[config.mk]
export PLATFORM = sky130hd
export DESIGN_NAME = qau_fifo
export DESIGN_NICKNAME = d
export VERILOG_FILES = /design/src/qau_fifo.sv
export SDC_FILE = /design/constraint.sdc
export NUM_CORES = 1
export LEC_CHECK = 0
export ABC_AREA = 1
export BUFFER_PORTS_ARGS = -buffer_cell sky130_fd_sc_hd__buf_2
export CORE_UTILIZATION = 30
export DETAILED_ROUTE_END_ITERATION = 10
export GPL_TIMING_DRIVEN = 0
export SLEW_MARGIN = 40
export SYNTH_ARGS = -nofsm -noshare
export SYNTH_HDL_FRONTEND = slang
export SYNTH_SLANG_ARGS = --single-unit
[constraint.sdc]
create_clock -name clk -period 1.9 [get_ports clk]
set_clock_uncertainty 0.05 [all_clocks]
set_input_delay 0.095 -clock clk [delete_from_list [all_inputs] [get_ports clk]]
set_output_delay 0.095 -clock clk [all_outputs]
set_load 0.1 [all_outputs]
[src/qau_fifo.sv]
// Small first-in first-out queue of flat words with full and empty flags.
// Depends on nothing; used between front and back and at the result side.
module qau_fifo #(
	parameter int WIDTH = 8,
	parameter int DEPTH = 2
) (
	input  logic             clk,
	input  logic             arst_n,
	input  logic             wr_en,
	input  logic [WIDTH-1:0] wr_data,
	output logic             full,
	input  logic             rd_en,
	output logic [WIDTH-1:0] rd_data,
	output logic             empty
);
	localparam int AW = (DEPTH > 1) ? $clog2(DEPTH) : 1;
	localparam int CW = $clog2(DEPTH + 1);

	logic [WIDTH-1:0] mem_q [DEPTH];
	logic [AW-1:0]    wr_ptr_q;
	logic [AW-1:0]    rd_ptr_q;
	logic [CW-1:0]    count_q;
	logic             do_wr;
	logic             do_rd;

	assign full    = (count_q == CW'(DEPTH));
	assign empty   = (count_q == '0);
	assign do_wr   = wr_en && !full;
	assign do_rd   = rd_en && !empty;
	assign rd_data = mem_q[rd_ptr_q];

	// Pointers and fill count.
	always_ff @(posedge clk or negedge arst_n) begin
		if (!arst_n) begin
			wr_ptr_q <= '0;
			rd_ptr_q <= '0;
			count_q  <= '0;
		end else begin
			if (do_wr) begin
				wr_ptr_q <= (wr_ptr_q == AW'(DEPTH - 1)) ? '0 : wr_ptr_q + AW'(1);
			end
			if (do_rd) begin
				rd_ptr_q <= (rd_ptr_q == AW'(DEPTH - 1)) ? '0 : rd_ptr_q + AW'(1);
			end
			if (do_wr && !do_rd) begin
				count_q <= count_q + CW'(1);
			end else if (do_rd && !do_wr) begin
				count_q <= count_q - CW'(1);
			end
		end
	end

	// Storage is payload only.
	always_ff @(posedge clk) begin
		if (do_wr) begin
			mem_q[wr_ptr_q] <= wr_data;
		end
	end

endmodule

==> flow_summary_export.csv <==
group,metric,value,unit
routing,first_pass_iters,4,
layout,final_util,43.1,%
layout,drive_gt1_share,26.9,%
die,start_util,32.1,%
placed_design,preCtsSetupSlack,235,ps
timing,fin_ws,187,ps
synthesis,synthCells,73,
placed_design,dp_hpwl,999,um
die,rows,18,
clock_tree,cts.clk_slew.worst_paths,110,ps
layout,multi_input_area,201,sq um
routing,vias_per_cell,4.22,
die,die_area,2910,sq um
timing,setup_tns,0,ps
timing,fin_crit,1710,ps
timing,hold_slack,71.4,ps
layout,final_common_cell,"nand2_1",
layout,areaGrowthSynthToFinish,34.2,%
worst_setup_path,required,1750,ps
layout,seqCellArea,581,sq um
layout,n_antenna_cell,0,
placed_design,finalWeightedCongestion,0.664,
timing,hold_viol,0,
status,outcome,"finished, final reports clean",
clock_tree,numCtsBuffers,3,
placed_design,io_buffers,21,
routing,ant_nets,0,
clock_tree,cts_tree,"yes",
synthesis,synth-seq-cells,20,
synthesis,syn-num-nets,86,
die,io_pins,22,
timing,slew_headroom,52.3,%
worst_setup_path,critPathBufInv,3,
routing,routed_wl,1.44,mm
global_routing,grt_usage,12.2,%
layout,fin_nets,122,
global_routing,grt_pass1_wl,2.34,mm
min_path,hold_class,"in2async",
timing,rsz0062_at_grt,"no",
layout,num-fill-cells,245,
synthesis,avgSynthCellArea,11.1,sq um
clock_tree,clkSinkCount,20,
synthesis,yosysSeqAreaShare,71.7,%
timing,setup_violations,0,
synthesis,synth.distinct_cells,14,
timing,fin_crit_sh,90.2,%
timing,max_freq,0.584,GHz
routing,dr_total_vias,582,
global_routing,grt_max_degree,12,
layout,final_cell_mix,"33 x nand2_1, 22 x buf_2, 16 x edfxtp_1",
timing,slew_viol_final,0,
worst_setup_path,crit_family,"buffers and inverters",
worst_setup_path,crit_path_top_delay_cell,"buf_2",
routing,drcViolationCount,0,
routing,drtIter0Drc,11,
synthesis,syn_area,810,sq um
clock_tree,cts_max_level,1,
worst_setup_path,critPathMaxFanout,10,
clock_tree,insertion_delay,300,ps
worst_setup_path,cp-start-kind,"flip-flop",
worst_setup_path,crit_chain,"buf_2 > inv_2 > nand2_1 > nand2_1 > buf_2",
routing,routedWlPerCell,10.5,um
clock_tree,cts_buffer_depth,2,
worst_setup_path,end_kind,"output pin",
global_routing,grt_pass1_vias,546,
die,die_width,53.9,um
synthesis,yosysWarnings,0,
clock_tree,root_buffer,"clkbuf_4",
worst_setup_path,path_class,"reg2out",
timing,worst_pin_slew,713,ps
die,die_h,53.9,um
worst_setup_path,max_stage_delay,420,ps
global_routing,grt-ovfl-total,0,
die,core,2520,sq um
job,drv_cap,0,
global_routing,antenna_found_initial,0,
worst_setup_path,arrival,1570,ps
==> logic make-up after synthesis <==
family,synth area share [%]
AO/OA/AOI/OAI,1.24
adder cells (fa/ha/maj),1.55
AND/OR/NAND/NOR,20.1
flip-flops,71.7
buffers and inverters,4.33
XOR/XNOR,1.08
==> cells in the mapped netlist <==
cell type,number,area share [%]
buf_2,1,0.62
ha_1,1,1.5
nand2_1,33,15
nor2_1,2,0.93
inv_2,1,0.46
edfxtp_1,16,59
nand4_1,1,0.77
dfrtp_1,4,12
o21ai_0,2,1.2
nand3_1,1,0.62
nor2_2,2,1.5
inv_1,7,3.2
nand3b_1,1,0.93
xnor2_1,1,1.1
==> sequential cells by signal, indices dropped and copies added, names as in the netlist <==
signal and flops:
wr_ptr_q 1, rd_ptr_q 1, mem_q 16, count_q 2
==> layout make-up <==
class	count	area share, %
Timing Repair Buffer	31	18.9
Clock buffer	3	2.07
Clock inverter	1	0.346
Inverter	8	2.76
Tap cell	30	3.46
Multi-Input combinational cell	44	18.5
Buffer	1	0.461
Sequential cell	20	53.5
==> per-stage QoR <==
stage          instances  instance area, sq um
6_report             138                  1090
3_5_place_dp         124                   960
5_1_grt              138                  1090
4_1_cts              138                  1090
3_3_place_gp         124                   960
2_1_floorplan         73                   817
==> path summary, 6_finish.rpt <==
| check | startpoint | endpoint | slack [ps] | depth (start not counted) |
|---|---|---|---|---|
| max | rd_ptr_q$_DFFE_PN0P_ | rd_data[7] | 190 | 5 |
| min | arst_n | count_q[0]$_DFFE_PN0P_ | 70 | 2 |
| max reg2reg | count_q[1]$_DFFE_PN0P_ | mem_q[1][6]$_DFFE_PP_ | 230 | 3 |
| min reg2reg | wr_ptr_q$_DFFE_PN0N_ | wr_ptr_q$_DFFE_PN0N_ | 480 | 2 |
| max in group asynchronous | arst_n | wr_ptr_q$_DFFE_PN0N_ | 1600 | 2 |
| min in group clk | wr_en | wr_ptr_q$_DFFE_PN0N_ | 80 | 4 |
==> routing by layer <==
layer	routed length, um	GRT usage [%]
met5	0	0
met4	9	5.26
met3	78	4.24
met2	690	20.6
met1	664	13.8
==> timing repair <==
action	in CTS	in global routing
gates resized for setup	0	0
setup buffers	0	0
hold buffers	10	0
endpoints found under the hold margin	21	0
Power is not shown: default switching activity piles up to over one toggle a cycle in this logic, so the estimate is an artifact.
