==> src/qau_pkg.sv <==
// Shared types, constants and fixed-point helpers for the quaternion unit.
// Depends on nothing; the front, normalize, back and top modules and the testbench import it.
package qau_pkg;

	// Fixed-point format of every operand and result component.
	localparam int DATA_W = 32;
	localparam int FRAC_W = 28;
	localparam int PROD_W = 2 * DATA_W;
	localparam int ACC_W  = 2 * DATA_W + 4;
	localparam int NORM_W = 2 * DATA_W + 2;
	localparam int LANES  = 4;

	// Action codes on the request channel.
	localparam logic [2:0] ACT_ADD       = 3'd0;
	localparam logic [2:0] ACT_SUB       = 3'd1;
	localparam logic [2:0] ACT_SCALE     = 3'd2;
	localparam logic [2:0] ACT_MUL       = 3'd3;
	localparam logic [2:0] ACT_NORM2     = 3'd4;
	localparam logic [2:0] ACT_NORMALIZE = 3'd5;
	localparam logic [2:0] ACT_MATRIX    = 3'd6;

	// Status codes on the result channel.
	localparam logic [1:0] ST_OK   = 2'd0;
	localparam logic [1:0] ST_SAT  = 2'd1;
	localparam logic [1:0] ST_DIV0 = 2'd2;

	// Last matrix row index.
	localparam logic [1:0] ROW_LAST = 2'd2;

	typedef logic signed [DATA_W-1:0] qword_t;

	typedef enum logic [2:0] {
		OP_ADD,
		OP_SUB,
		OP_SCALE,
		OP_MUL,
		OP_NORM2,
		OP_NORMALIZE,
		OP_MATRIX,
		OP_NONE
	} qau_op_t;

	typedef struct packed {
		logic [2:0] action;
		qword_t     a_s;
		qword_t     a_x;
		qword_t     a_y;
		qword_t     a_z;
		qword_t     b_s;
		qword_t     b_x;
		qword_t     b_y;
		qword_t     b_z;
	} qau_req_t;

	typedef struct packed {
		qword_t     res_s;
		qword_t     res_x;
		qword_t     res_y;
		qword_t     res_z;
		logic [1:0] status;
		logic       last;
	} qau_res_t;

	// Classified request as it waits between the front and the back.
	typedef struct packed {
		qau_op_t                      op;
		logic [LANES-1:0][DATA_W-1:0] a;
		logic [LANES-1:0][DATA_W-1:0] b;
	} qau_item_t;

	typedef struct packed {
		logic   sat;
		qword_t val;
	} qau_lane_t;

	// Clamp a wide signed value to the data word range.
	function automatic qau_lane_t sat_word(input logic signed [ACC_W-1:0] x);
		logic signed [ACC_W-1:0] hi;
		logic signed [ACC_W-1:0] lo;
		qau_lane_t               r;
		hi = (ACC_W'(1) << (DATA_W - 1)) - ACC_W'(1);
		lo = ~hi;
		if (x > hi) begin
			r.sat = 1'b1;
			r.val = hi[DATA_W-1:0];
		end else if (x < lo) begin
			r.sat = 1'b1;
			r.val = lo[DATA_W-1:0];
		end else begin
			r.sat = 1'b0;
			r.val = x[DATA_W-1:0];
		end
		return r;
	endfunction

	// Drop the fraction bits of a product sum (half up), then clamp.
	function automatic qau_lane_t round_word(input logic signed [ACC_W-1:0] x);
		logic signed [ACC_W-1:0] half;
		logic signed [ACC_W-1:0] t;
		half = ACC_W'(1) << (FRAC_W - 1);
		t    = x + half;
		t    = t >>> FRAC_W;
		return sat_word(t);
	endfunction

endpackage

==> src/qau_front.sv <==
// Front end: decodes the action of a request and routes operands.
// Depends on qau_pkg. Self products (norm, matrix) reuse the Hamilton array with b = a.
module qau_front import qau_pkg::*; (
	input  qau_req_t  request,
	output qau_item_t item
);

	// Decode the action and pick the second operand.
	always_comb begin
		item.a = {request.a_z, request.a_y, request.a_x, request.a_s};
		item.b = {request.b_z, request.b_y, request.b_x, request.b_s};
		case (request.action)
			ACT_ADD:       item.op = OP_ADD;
			ACT_SUB:       item.op = OP_SUB;
			ACT_SCALE:     item.op = OP_SCALE;
			ACT_MUL:       item.op = OP_MUL;
			ACT_NORM2:     item.op = OP_NORM2;
			ACT_NORMALIZE: item.op = OP_NORMALIZE;
			ACT_MATRIX:    item.op = OP_MATRIX;
			default:       item.op = OP_NONE;
		endcase
		if (item.op == OP_NORM2 || item.op == OP_NORMALIZE || item.op == OP_MATRIX) begin
			item.b = item.a;
		end
	end

endmodule

==> config.mk <==
export PLATFORM = sky130hd
export DESIGN_NAME = qau_front
export DESIGN_NICKNAME = d
export VERILOG_FILES = /design/src/qau_pkg.sv /design/src/qau_front.sv
export SDC_FILE = /design/constraint.sdc
export NUM_CORES = 1
export LEC_CHECK = 0
export ABC_AREA = 1
export BUFFER_PORTS_ARGS = -buffer_cell sky130_fd_sc_hd__buf_2
export CAP_MARGIN = 20
export CORE_AREA = 2 2 201 203
export DETAILED_ROUTE_END_ITERATION = 12
export DIE_AREA = 0 0 203 205
export SLEW_MARGIN = 20
export SYNTH_ARGS = -nofsm -noshare
export SYNTH_HDL_FRONTEND = slang
export SYNTH_SLANG_ARGS = --single-unit
export TNS_END_PERCENT = 10
==> constraint.sdc <==
create_clock -name vclk -period 1.2
set_input_delay 0.24 -clock vclk [all_inputs]
set_output_delay 0.24 -clock vclk [all_outputs]
set_load 0.01 [all_outputs]
==> summary.md <==
| Metric | Value |
|---|---|
| FF+latch area | `0 sq um` |
| Core area | `39400 sq um` |
| N_diodes | `0` |
| Largest net degree at the start of global routing | `46` |
| Fillcell total | `between 4000 and 5000` |
| First-pass GRT wire length | `21.8 mm` |
| DP HPWL | `14.4 mm` |
| Area Overhead vs Synth | `96.2%` |
| FP Rows | `73` |
| Most common cell in the netlist | `nand2_1` |
| Synth cell types | `5` |
| Nets | `1220` |
| I/O Buffers | `518` |
| Vias | `about 5000` |
| Post-Synthesis Cells | `around 560` |
| Syn_area_per_cell | `~5 sq um` |
| Die Y | `just over 200 microns` |
| # clk buffers | `0` |
| Total GRT Usage | `6.54%` |
| Crit path kind | `input pin to primary output` |
| Placed cell areas | `5380 sq um` |
| Drc violations | `0` |
| Worst Setup Slack, final | `-0.168 ns` |
| Max Cap Violations | `0` |
| Initial antenna violation count | `2` |
| Synthesized area | `2800 sq um` |
| FFs & Latches | `0` |
| Final hold vios | `0` |
| Failing checks | `setup timing` |
| Final Util | `14.0%` |
| Die area | `between 40000 and 50000 sq um` |
| Remaining Overflow, GRT | `0` |
| Max stage delay cell, worst path | `buf_12` |
| Vias in the first global route | `around 4000` |
| Max FO, Critical Path | `23` |
| Worst EP arrival | `1.13 ns` |
| RSZ-0062 raised after global routing | `yes` |
| Worst Setup End Kind | `primary output` |
| WP data required | `roughly 0.96 ns` |
| Post-layout instance area | `between 5000 and 6000 sq um` |
| Multi-input gate area | `1640 sq um` |
| Initial core utilization | `slightly above 7%` |
| Status | `complete, but fails checks` |
| Drt total wl | `16.5 mm` |
| GPL Wtd Cong | `roughly 0.84` |
| Io pins | `518` |
| Post-synth top cells | `nand2_1, buf_4, nand3_1` |
| Initial DRC Count | `373` |
| Period utilization | `114%` |
| Worst setup SP type | `input pin` |
| Top-area cell type share of the netlist area | `35.6%` |
| Worst Hold Class | `input pin to primary output` |
| CP cell instances | `buf_8 -> nand2_8 -> nand2_4 -> buf_12 -> buf_12 -> nand2_1 -> nand2_1 -> buf_2` |
| Final-report setup violation count | `127` |
| Ys Warns | `0` |
| Average wire per standard cell | `11.1 microns` |
| Drt pass-1 iters | `5` |
| Top cells by area in the synthesized netlist | `buf_4, nand2_1, nand3_1` |
| Net Count, Synth | `818` |
| Non-filler instance count after layout | `1484` |
| Worst-Margin Slew | `0.233 ns` |
| Crit path largest cell delay | `0.16 ns` |
| Leakage power | `3.51 nW` |
| Die Wd | `203 microns` |
| # Post-CTS Setup Buffers | `0` |
| Final ANT Viol Nets | `0` |
| Area leader, netlist | `buf_4` |
| Placed insts | `between 1000 and 1500` |
| Peak VDD IR | `approximately 0.14 mV` |
| Slew HR | `84.5%` |
| Tmin final | `1.37 ns` |
| Fmax | `731 MHz` |
| Hold depth | `2` |
| PwrDens | `428 nW/um^2` |
| Register area share after synthesis | `0%` |
| DR vias/cell | `3.30` |
| Slew Viols, Final | `0` |
| Layout cells sized above 1 | `60.4%` |
==> placed cells by master (no fill, tap or decap) <==
cell,n
buf_2,512
nand2_1,252
nand3_1,128
buf_4,35
buf_6,15
buf_12,6
nand2_2,4
buf_8,4
nand2_8,1
nand2_4,1
buf_16,1
==> layer usage <==
metal  wire (microns)  vias up  global-route usage, %
li1                 -     2443                      -
met2             8040      304                   11.6
met5               24        -                      0
met1             6760     2136                   8.73
met3             1600        8                  0.955
met4              110        4                  0.443
==> path summary, 6_finish.rpt <==
path / startpoint / end
setup / recovery: request[257] / item[14]
hold / removal: request[144] / item[240]
==> per-stage QoR <==
step                total power [W]  setup slack [ns]  hold WS [ns]  TNS, ns
floorplan                   0.00124             0.111         0.572        0
global placement            0.00232            -0.231         0.680   -19.75
detailed placement          0.00230            -0.224         0.679   -19.13
CTS                         0.00235            -0.141         0.680   -12.46
global route                0.00256            -0.223         0.683   -19.63
finish                      0.00236            -0.168         0.679   -11.86
==> cell families after synthesis <==
group / count (synthesis) / synth area share [%]
simple gates: 386 / 57.4
buf+inv: 173 / 42.6
==> critical path: cells and delay by family <==
| kind | cells | cell delay [ns] |
|---|---|---|
| buf+inv | 4 | 0.57 |
| simple gates | 4 | 0.27 |
==> final cells by class <==
type,count,area share [%]
multi-input cells,386,29.9
well taps,525,11.9
repair buffers,573,58.2
==> timing repair <==
item,in CTS,in global routing
gates resized for setup,19,10
pin swaps,0,1
hold buffers,0,0
setup endpoints to repair,128,128
==> where the power goes <==
group          switching, W  internal, W
clock                     0            0
sequential                0            0
combinational       0.00126      0.00110
total               0.00126      0.00110
Note: power is estimated with default switching activity, not from simulation.
